[src/rtl/core/hee_pkg.sv]
// Package for the HTML entity escape encoder.
// Holds character codes, class codes, stage structs and the lookup functions.
// No dependencies.
package hee_pkg;

  // Character codes
  localparam logic [7:0] CH_AMP  = 8'h26;
  localparam logic [7:0] CH_HASH = 8'h23;
  localparam logic [7:0] CH_SEMI = 8'h3B;
  localparam logic [7:0] CH_LT   = 8'h3C;
  localparam logic [7:0] CH_GT   = 8'h3E;
  localparam logic [7:0] CH_QUOT = 8'h22;
  localparam logic [7:0] CH_ZERO = 8'h30;
  localparam logic [7:0] CH_L    = 8'h6C;
  localparam logic [7:0] CH_T    = 8'h74;
  localparam logic [7:0] CH_G    = 8'h67;
  localparam logic [7:0] CH_A    = 8'h61;
  localparam logic [7:0] CH_M    = 8'h6D;
  localparam logic [7:0] CH_P    = 8'h70;
  localparam logic [7:0] CH_Q    = 8'h71;
  localparam logic [7:0] CH_U    = 8'h75;
  localparam logic [7:0] CH_O    = 8'h6F;

  // Longest escape run in bytes
  localparam int RunMax = 6;
  localparam int LenW   = $clog2(RunMax + 1);

  // Byte classes
  localparam logic [2:0] CLS_PASS = 3'd0;
  localparam logic [2:0] CLS_LT   = 3'd1;
  localparam logic [2:0] CLS_GT   = 3'd2;
  localparam logic [2:0] CLS_AMP  = 3'd3;
  localparam logic [2:0] CLS_QUOT = 3'd4;
  localparam logic [2:0] CLS_NUM  = 3'd5;

  // Classified byte with its decimal digits
  typedef struct packed {
    logic [2:0] cls;
    logic [7:0] raw;
    logic [1:0] ndig;
    logic [1:0] hund;
    logic [3:0] tens;
    logic [3:0] ones;
  } cls_t;

  // Assembled output run, first byte in slot 0
  typedef struct packed {
    logic [RunMax-1:0][7:0] bytes;
    logic [LenW-1:0]        len;
  } run_t;

  // Whitelisted bytes pass through as they are
  function automatic logic is_passed(input logic [7:0] b);
    logic hit;
    hit = 1'b0;
    case (b) inside
      [8'h61:8'h7A], [8'h41:8'h5A], [8'h30:8'h39]: hit = 1'b1;
      8'h21, 8'h40, 8'h23, 8'h24, 8'h5E, 8'h2A, 8'h28, 8'h29,
      8'h60, 8'h7E, 8'h2D, 8'h5F, 8'h3D, 8'h2B, 8'h7B, 8'h7D,
      8'h5B, 8'h5D, 8'h20, 8'h09, 8'h0D, 8'h0A, 8'h5C, 8'h7C,
      8'h3B, 8'h3A, 8'h27, 8'h2C, 8'h2E, 8'h2F, 8'h3F: hit = 1'b1;
      default: hit = 1'b0;
    endcase
    return hit;
  endfunction

  // Map a byte to its class
  function automatic logic [2:0] classify(input logic [7:0] b);
    logic [2:0] c;
    c = CLS_NUM;
    unique case (b)
      CH_LT:   c = CLS_LT;
      CH_GT:   c = CLS_GT;
      CH_AMP:  c = CLS_AMP;
      CH_QUOT: c = CLS_QUOT;
      default: c = is_passed(b) ? CLS_PASS : CLS_NUM;
    endcase
    return c;
  endfunction

endpackage

[src/rtl/core/hee_classify.sv]
// First stage: classify the byte and split it into decimal digits.
// Depends on hee_pkg.
module hee_classify
  import hee_pkg::*;
(
  input  logic       clk,
  input  logic       rst,
  input  logic       load,
  input  logic       drain,
  input  logic [7:0] text_byte,
  output logic       valid,
  output cls_t       cls
);

  logic [1:0]  hund;
  logic [6:0]  rem100;
  logic [14:0] prod;
  logic [3:0]  tens;
  logic [6:0]  ones_w;
  cls_t        cls_next;

  // Hundreds by compare, tens by reciprocal of ten, ones by subtraction
  always_comb begin
    if (text_byte >= 8'd200) begin
      hund   = 2'd2;
      rem100 = 7'(text_byte - 8'd200);
    end else if (text_byte >= 8'd100) begin
      hund   = 2'd1;
      rem100 = 7'(text_byte - 8'd100);
    end else begin
      hund   = 2'd0;
      rem100 = text_byte[6:0];
    end
    prod   = {8'd0, rem100} * 15'd205;
    tens   = prod[14:11];
    ones_w = rem100 - ({3'd0, tens} * 7'd10);

    cls_next.cls  = classify(text_byte);
    cls_next.raw  = text_byte;
    cls_next.hund = hund;
    cls_next.tens = tens;
    cls_next.ones = ones_w[3:0];
    if (text_byte >= 8'd100)
      cls_next.ndig = 2'd3;
    else if (text_byte >= 8'd10)
      cls_next.ndig = 2'd2;
    else
      cls_next.ndig = 2'd1;
  end

  // Hold the stage valid until the next stage takes it
  always_ff @(posedge clk) begin
    if (rst)
      valid <= 1'b0;
    else if (load)
      valid <= 1'b1;
    else if (drain)
      valid <= 1'b0;
  end

  always_ff @(posedge clk) begin
    if (load)
      cls <= cls_next;
  end

endmodule

[src/rtl/core/hee_build.sv]
// Second stage: assemble the escape run for one classified byte.
// Depends on hee_pkg.
module hee_build
  import hee_pkg::*;
(
  input  logic clk,
  input  logic rst,
  input  logic load,
  input  logic drain,
  input  cls_t cls,
  output logic valid,
  output run_t run
);

  run_t       run_next;
  logic [7:0] d_hund;
  logic [7:0] d_tens;
  logic [7:0] d_ones;

  // Build the run by class
  always_comb begin
    d_hund = CH_ZERO + {6'd0, cls.hund};
    d_tens = CH_ZERO + {4'd0, cls.tens};
    d_ones = CH_ZERO + {4'd0, cls.ones};
    run_next.bytes = '0;
    run_next.len   = LenW'(1);
    unique case (cls.cls)
      CLS_PASS: begin
        run_next.bytes[0] = cls.raw;
        run_next.len      = LenW'(1);
      end
      CLS_LT: begin
        run_next.bytes[0] = CH_AMP;
        run_next.bytes[1] = CH_L;
        run_next.bytes[2] = CH_T;
        run_next.bytes[3] = CH_SEMI;
        run_next.len      = LenW'(4);
      end
      CLS_GT: begin
        run_next.bytes[0] = CH_AMP;
        run_next.bytes[1] = CH_G;
        run_next.bytes[2] = CH_T;
        run_next.bytes[3] = CH_SEMI;
        run_next.len      = LenW'(4);
      end
      CLS_AMP: begin
        run_next.bytes[0] = CH_AMP;
        run_next.bytes[1] = CH_A;
        run_next.bytes[2] = CH_M;
        run_next.bytes[3] = CH_P;
        run_next.bytes[4] = CH_SEMI;
        run_next.len      = LenW'(5);
      end
      CLS_QUOT: begin
        run_next.bytes[0] = CH_AMP;
        run_next.bytes[1] = CH_Q;
        run_next.bytes[2] = CH_U;
        run_next.bytes[3] = CH_O;
        run_next.bytes[4] = CH_T;
        run_next.bytes[5] = CH_SEMI;
        run_next.len      = LenW'(6);
      end
      default: begin
        run_next.bytes[0] = CH_AMP;
        run_next.bytes[1] = CH_HASH;
        case (cls.ndig)
          2'd3: begin
            run_next.bytes[2] = d_hund;
            run_next.bytes[3] = d_tens;
            run_next.bytes[4] = d_ones;
            run_next.bytes[5] = CH_SEMI;
            run_next.len      = LenW'(6);
          end
          2'd2: begin
            run_next.bytes[2] = d_tens;
            run_next.bytes[3] = d_ones;
            run_next.bytes[4] = CH_SEMI;
            run_next.len      = LenW'(5);
          end
          default: begin
            run_next.bytes[2] = d_ones;
            run_next.bytes[3] = CH_SEMI;
            run_next.len      = LenW'(4);
          end
        endcase
      end
    endcase
  end

  // Hold the stage valid until the emitter takes it
  always_ff @(posedge clk) begin
    if (rst)
      valid <= 1'b0;
    else if (load)
      valid <= 1'b1;
    else if (drain)
      valid <= 1'b0;
  end

  always_ff @(posedge clk) begin
    if (load)
      run <= run_next;
  end

endmodule

[src/rtl/core/hee_emit.sv]
// Third stage: shift the assembled run out one byte per cycle.
// Depends on hee_pkg.
module hee_emit
  import hee_pkg::*;
(
  input  logic       clk,
  input  logic       rst,
  input  logic       load,
  input  run_t       run,
  output logic       ready,
  output logic       strobe,
  output logic [7:0] out_byte,
  output logic       last_of_run
);

  logic [RunMax-1:0][7:0] bytes;
  logic [LenW-1:0]        rem;

  // Take a new run when empty or on the last byte of the current one
  assign ready       = !strobe || (rem == LenW'(1));
  assign out_byte    = bytes[0];
  assign last_of_run = (rem == LenW'(1));

  always_ff @(posedge clk) begin
    if (rst) begin
      strobe <= 1'b0;
      rem    <= '0;
    end else if (load) begin
      strobe <= 1'b1;
      rem    <= run.len;
    end else if (strobe) begin
      strobe <= (rem != LenW'(1));
      rem    <= rem - LenW'(1);
    end
  end

  // Advance the byte shifter
  always_ff @(posedge clk) begin
    if (load)
      bytes <= run.bytes;
    else if (strobe)
      bytes <= {8'd0, bytes[RunMax-1:1]};
  end

  a_rem_range: assert property (@(posedge clk) disable iff (rst)
    strobe |-> (rem != '0) && (rem <= LenW'(RunMax)))
    else $error("run count out of range while emitting");

  a_load_len: assert property (@(posedge clk) disable iff (rst)
    load |=> strobe && (rem == $past(run.len)))
    else $error("loaded run length lost");

  a_count_down: assert property (@(posedge clk) disable iff (rst)
    (strobe && !last_of_run && !load) |=> strobe && (rem == $past(rem) - LenW'(1)))
    else $error("run count did not step down");

  a_no_load_busy: assert property (@(posedge clk) disable iff (rst)
    load |-> ready)
    else $error("run loaded over an unfinished run");

endmodule

[src/rtl/core/html_entity_escape_encoder_top.sv]
// HTML entity escape encoder: one text byte in, a run of 1 to 6 bytes out.
// First output byte strobed after the start byte passes the classify, build and emit registers.
// Throughput: one input per cycle for pass-through bytes; an escape run occupies
// the output shifter until its last byte is strobed, so input is taken at one per run.
// Synchronous active-high reset empties all three stages; the receiver cannot stall.
module html_entity_escape_encoder_top
  import hee_pkg::*;
(
  input  logic       clk,
  input  logic       rst,
  input  logic       start,
  input  logic [7:0] text_byte,
  output logic       busy,
  output logic       strobe,
  output logic [7:0] out_byte,
  output logic       last_of_run
);

  logic s1_valid;
  logic s2_valid;
  logic em_ready;
  logic s1_load;
  logic s2_load;
  logic em_load;
  cls_t s1_cls;
  run_t s2_run;

  // Stage handshakes: each stage moves on when the one after it has room
  assign em_load = s2_valid && em_ready;
  assign s2_load = s1_valid && (!s2_valid || em_ready);
  assign busy    = s1_valid && s2_valid && !em_ready;
  assign s1_load = start && !busy;

  hee_classify u_classify (
    .clk       (clk),
    .rst       (rst),
    .load      (s1_load),
    .drain     (s2_load),
    .text_byte (text_byte),
    .valid     (s1_valid),
    .cls       (s1_cls)
  );

  hee_build u_build (
    .clk   (clk),
    .rst   (rst),
    .load  (s2_load),
    .drain (em_load),
    .cls   (s1_cls),
    .valid (s2_valid),
    .run   (s2_run)
  );

  hee_emit u_emit (
    .clk         (clk),
    .rst         (rst),
    .load        (em_load),
    .run         (s2_run),
    .ready       (em_ready),
    .strobe      (strobe),
    .out_byte    (out_byte),
    .last_of_run (last_of_run)
  );

  a_hold_s2: assert property (@(posedge clk) disable iff (rst)
    (s2_valid && !em_ready) |=> s2_valid && $stable(s2_run))
    else $error("stalled run dropped or changed");

  a_hold_s1: assert property (@(posedge clk) disable iff (rst)
    (s1_valid && !s2_load) |=> s1_valid && $stable(s1_cls))
    else $error("stalled byte dropped or changed");

  a_busy_full: assert property (@(posedge clk) disable iff (rst)
    busy |-> s1_valid && s2_valid && strobe && !last_of_run)
    else $error("busy raised with room in the pipe");

endmodule
[config.mk]
export PLATFORM = sky130hd
export DESIGN_NAME = html_entity_escape_encoder_top
export DESIGN_NICKNAME = d
export VERILOG_FILES = /design/src/rtl/core/hee_pkg.sv /design/src/rtl/core/hee_classify.sv /design/src/rtl/core/hee_build.sv /design/src/rtl/core/hee_emit.sv /design/src/rtl/core/html_entity_escape_encoder_top.sv
export SDC_FILE = /design/constraint.sdc
export NUM_CORES = 1
export LEC_CHECK = 0
export BUFFER_PORTS_ARGS = -buffer_cell sky130_fd_sc_hd__buf_2
export CORE_MARGIN = 2
export CORE_UTILIZATION = 50
export DETAILED_ROUTE_END_ITERATION = 7
export GPL_ROUTABILITY_DRIVEN = 0
export PLACE_DENSITY = 0.76
export SYNTH_ARGS = -nofsm -noshare
export SYNTH_HDL_FRONTEND = slang
export SYNTH_SLANG_ARGS = --single-unit
[constraint.sdc]
create_clock -name clk -period 5.7 [get_ports clk]
set_input_delay 0.285 -clock clk [delete_from_list [all_inputs] [get_ports clk]]
set_output_delay 0.285 -clock clk [all_outputs]
set_load 0.1 [all_outputs]
; ---- Word level (Yosys, flattened, before mapping)
; Cells that the tools add are included.
; W data, S select, Z words.
[totals]
output_inout_bits = 11
regBits = 128
in_bits = 11
elab_cells = 135
[classes]
n_reduce_logical = 24
add_sub_neg = 7
magnitude_cmp = 9
n_eq_ne = 43
n_mux = 27
multipliers = 2
[op_table]
columns = op, n
row1 = $eq A8 B6 Y1 const B, 21
row2 = $pmux W24 S5, 1
row3 = $mux W48, 2
row4 = $eq A8 B7 Y1 const B, 11
row5 = $pmux W11 S4, 1
row6 = $pmux W16 S2, 1
row7 = $reduce_or A31 Y1, 1
row8 = $eq A8 B4 Y1 const B, 3
row9 = $ge A8 B7 Y1 const B, 3
row10 = $pmux W8 S3, 1
row11 = $le A8 B7 Y1 const B, 2
row12 = $pmux W8 S2, 1
row13 = $mul A7 B8 Y15 const B, 1
row14 = $add A6 B4 Y7 const A, 2
row15 = $mux W7, 2
row16 = $sub A7 B7 Y7 const B, 2
row17 = $pmux W3 S4, 1
row18 = $pmux W6 S2, 1
row19 = $mux W1, 10
row20 = $mux W3, 3
row21 = $ge A8 B4 Y1 const B, 1
row22 = $ge A8 B6 Y1 const B, 1
row23 = $ge A8 B8 Y1 const B, 1
row24 = $le A8 B6 Y1 const B, 1
row25 = 20 further kinds, 38

; ---- Depth between registers and ports, before layout
[depth]
depth_word = 7
ltp_mapped = 28
ltp_nobuf = 28

; ---- Hierarchy
; Synthesis repeated with hierarchy kept, for this count alone.
[unflattened]
cells_unflattened = 491
area_unflattened_um2 = 6461.2
[modules_own_cells]
columns = mod, cells_each, area_per_inst_um2, seq_area_each_um2, n_inst
row1 = hee_emit, 136, 2417.3, 1521.5, 1
row2 = hee_classify, 220, 2308.5, 680.7, 1
row3 = hee_build, 130, 1699.1, 1101.1, 1
row4 = html_entity_escape_encoder_top, 5, 36.3, 0.0, 1

; ---- Worst setup path after synthesis
; OpenSTA, ideal clock, no wires.
[synth_timing]
kind = input to register
startpoint = in text_byte[2]
endpoint = reg, netlist name u_classify.cls[3]
setup_slack_ns = -0.232
t_arrival_ns = 5.674
path_stages = 25
n_path_buf = 0
setup_time_ns = 0.258
required_time_ns = 5.442
path_cell_list = clkinv_1 ha_1 nor3b_2 o311ai_4 inv_2 a21oi_4 a22oi_1 xnor2_1 inv_1 xnor2_1 fa_1 ha_1 inv_1 fa_1 inv_1 ha_1 nand4_1 nor2_1 a21oi_1 o21a_1 or3_1 fa_1 xor2_1 xnor2_1 xnor2_1
[synth_lines]
columns = item, line_no
row1 = start: declaration, html_entity_escape_encoder_top.sv:12  ; input logic [7:0] text_byte,

==> flow_summary.json <==
{
  "hold-worst-slack_ns": 0.159,
  "fin_setup_tns_ns": 0,
  "worst_setup_path_start_kind": "input pin",
  "destination_of_the_worst_register_to_register_timing_path": "u_emit.bytes[32]$_DFFE_PP_",
  "core_box_area_sq_mm": 0.0109,
  "drt_first_pass_iters": 5,
  "worstSetupEndpointType": "register",
  "post_route_cells_drive_above_1_share_pct": 16.1,
  "power_switching_mw": 0.756,
  "swShare_pct": 34.5,
  "clock_power_share_pct": 18.2,
  "die_width_um": 110,
  "detailedPlacementHpwl_mm": 7.63,
  "postCtsSetupBuffers": 0,
  "worst_ep_required_time_ns": 5.83,
  "numCtsBuffers": 9,
  "num_vias": 3796,
  "grt_first_pass_wirelength_mm": 17.2,
  "postSynth.topFlopCell": "edfxtp_1",
  "drt_wl_total_mm": 10.4,
  "yosysSeqAreaShare_pct": 51.9,
  "core.rowCount": 38,
  "hold_viol": 0,
  "detail_route.vias_per_cell": 5.44,
  "dieHeight_um": 110,
  "cp_data_arrival_time_ns": 5.55,
  "grt_use_total_pct": 18.5,
  "ctsLongestPathBuffers": 2,
  "period_share_pct": 95.0,
  "path_max_fanout": 3,
  "dpl.cell_count": 682,
  "final_net_count": 617,
  "io-pin-count": 22,
  "instances_no_fill": 698,
  "clock_sinks": 99,
  "max_cap_viol_count": 0,
  "yosys-top-cells-area": "edfxtp_1 50%, ha_1 9.8%, nand2_1 7.4%",
  "final-setup-viol-count": 0,
  "synthToLayoutAreaGrowth_pct": 10.8,
  "post_synth_num_cell_types": 54,
  "internal-power_mw": 1.44,
  "globalRoute.totalOverflow": 0,
  "synth_top_area_share_pct": 49.8,
  "synth_area_leader_cell": "edfxtp_1",
  "antennaDiodeCount": 0,
  "vdd.ir_drop.worst_v": 0.000273,
  "sequentialPowerShare_pct": 42.9,
  "drc_errors": 0,
  "setup_repair_after_global_routing_missed_its_margin": "no",
  "ys_seq_elements": 99,
  "die_area_sq_mm": 0.0121,
  "leakage_nw": 2.63,
  "cts.root.buffer_cell": "clkbuf_8",
  "drtIter0Drc": 288,
  "reg2reg_from": "u_emit.rem[0]$_SDFFE_PP0P_",
  "pwr_density_cell_mw_per_mm2": 353,
  "slew_viol_final": 0,
  "cts_tree": "built",
  "clock.fmax_ghz": 0.185,
  "post_synth.cell_area_avg_sq_um": 10.9,
  "synth_enable_flop_cells": 93,
  "routed_wire_length_per_instance_um": 14.9,
  "r2r.worst_path.cells": 6,
  "synthesis.nets": 580,
  "run_status": "completed",
  "cts_h_tree_depth": 3,
  "post_detailed_route_count_of_antenna_violating_nets": 0,
  "fin_util_pct": 57.1,
  "synthesis.yosys.warnings": 0,
  "holdBufCountCts": 0,
  "grt_max_degree": 38,
  "crit_start": "text_byte[2]",
  "clkLatencyLatePin_ns": 0.37,
  "io_buffer_count": 21,
  "asyncSetResetFlopFracSynth_pct": 0,
  "hold-path-endpoint": "u_emit.strobe$_SDFF_PP0_",
  "syn-instance-count": 516,
  "min_delay_path_depth": 2,
  "slew_headroom_pct": 22.8,
  "placement.cell_area_sq_mm": 0.00601,
  "hold_path.class": "in2reg",
  "floorplan.initialDensity_pct": 51.5,
  "syn_area_sq_mm": 0.00561,
  "clock-skew-final_ns": 0.0107,
  "pwr-share-comb_pct": 38.9,
  "post_layout_minimum_cycle_time_ns": 5.41,
  "clkTransAtPathRegs_ns": 0.09,
  "number_of_antenna_violations_at_the_first_check_in_global_routing": 0,
  "final_design_area_no_fill_sq_mm": 0.00622,
  "max_slew.worst_pin.slew_ns": 1.16,
  "first_global_vias": 3792,
  "cp_class": "in2reg",
  "r2r_setup_slack_ns": 3.17,
  "timing.hold.worst.start": "rst"
}
==> logic make-up after synthesis <==
group	count (synthesis)	synth area share, %
buf+inv	62	4.88
compound gates	77	9.61
flops	99	51.9
xor+xnor	14	2.32
simple gates	200	16.2
mux	11	2.01
fa+ha+maj	53	13.0
==> worst max-delay path, cell delays in order <==
cell and delay (ns):
buf_2 0.10, clkinv_2 0.09, ha_4 0.17, nor3b_2 0.17, o311ai_4 0.31, inv_2 0.11, a22oi_2 0.29, xnor2_2 0.17
inv_1 0.12, xnor2_2 0.19, fa_1 0.45, ha_1 0.29, inv_1 0.05, fa_1 0.49, inv_1 0.04, ha_1 0.20
a21o_1 0.16, a21oi_1 0.22, nand2_1 0.08, a21o_1 0.18, a21oi_1 0.15, a311o_1 0.16, ha_1 0.14, inv_1 0.05
fa_1 0.43, xor2_1 0.18, xnor2_1 0.13, xnor2_1 0.13
==> area by class of cell <==
class	instances	area, sq um
clock inverter	7	50.0
tap	140	175
timing repair buffer	51	330
multi-input combinational	355	2490
clock buffer	9	124
sequential	99	2910
inverter	37	140
fill	905	4670
==> registers in the layout (all words and copies together), names as in the netlist <==
register and count:
u_classify.cls 22, u_build.valid 1, u_emit.rem 3, u_classify.valid 1, u_emit.strobe 1, u_emit.out_byte 8
u_emit.bytes 28, u_build.run 35
==> power by group through the flow <==
stage	Clock (mW)	Sequential [mW]	Combinational, mW
floorplan	0	0.948	0.637
global placement	0	0.954	0.806
detailed placement	0	0.958	0.841
CTS	0.412	0.941	0.847
global route	0.443	0.949	0.962
finish	0.400	0.940	0.852
==> synth_stat cells, types with 2 or more instances <==
master / count
xor2_1: 3
nor3b_1: 4
a31oi_1: 4
inv_1: 35
nand2_1: 111
nand4_1: 4
nand4b_1: 2
mux2i_1: 9
or2_2: 4
nor3_1: 3
fa_1: 9
nand2b_1: 4
xnor2_1: 10
o31ai_1: 3
nor2b_1: 8
edfxtp_1: 93
nand3_1: 10
buf_2: 3
a21boi_0: 7
and2_1: 12
dfxtp_1: 6
a21oi_1: 22
a21o_1: 3
mux2_2: 2
clkbuf_1: 13
ha_1: 44
o21a_1: 3
nor2_1: 27
a22oi_1: 2
o21ai_0: 16
and3_1: 5
buf_4: 8
a211oi_1: 6
==> worst max-delay path by stage <==
stage                                              to  cells after the start
after floorplan           u_classify.cls[3]$_DFFE_PP_                     28
after global placement    u_classify.cls[3]$_DFFE_PP_                     29
after detailed placement  u_classify.cls[3]$_DFFE_PP_                     29
after CTS                 u_classify.cls[3]$_DFFE_PP_                     29
after global routing      u_classify.cls[3]$_DFFE_PP_                     28
final                     u_classify.cls[3]$_DFFE_PP_                     28
==> metal layers <==
| metal | part of all wire (%) | GRT usage (%) | routed length [um] |
|---|---|---|---|
| met1 | 42 | 22.2 | 4370 |
| met4 | 2.3 | 7.78 | 239 |
| met3 | 4.4 | 3.85 | 461 |
| met5 | 0 | 0 | 0 |
| met2 | 51 | 32.0 | 5300 |
==> stage by stage <==
stage                     worst slack [ns]  power, mW
after floorplan                     0.0102       1.59
after global placement            -0.00760       1.76
after detailed placement            -0.237       1.80
after CTS                            0.157       2.20
after global routing               0.00709       2.35
final                                0.286       2.19
==> placed cells by master, fill, tap and decap left out, drive strengths merged, types with 4 or more instances in the layout <==
cell type / synthesis / routed
nand2b: 4 / 4
and3: 5 / 5
buf: 12 / 51
and2: 12 / 12
edfxtp: 93 / 93
fa: 9 / 9
a31oi: 4 / 4
mux2i: 9 / 9
a211oi: 7 / 7
a21boi: 7 / 7
clkinv: 1 / 4
ha: 44 / 44
nor2b: 8 / 8
nand3: 10 / 10
xnor2: 11 / 11
dfxtp: 6 / 6
nand4: 4 / 4
nor3b: 5 / 5
nor2: 27 / 27
nand2: 111 / 111
or2: 5 / 5
clkbuf: 13 / 9
a21oi: 23 / 23
o21ai: 16 / 16
inv: 36 / 38
==> repair_timing <==
item,4_1_cts,5_1_grt
endpoints found under the setup margin,0,1
gates resized for setup,0,5
hold endpoints to repair,0,0
No activity file was read; power rests on OpenSTA's default activity.
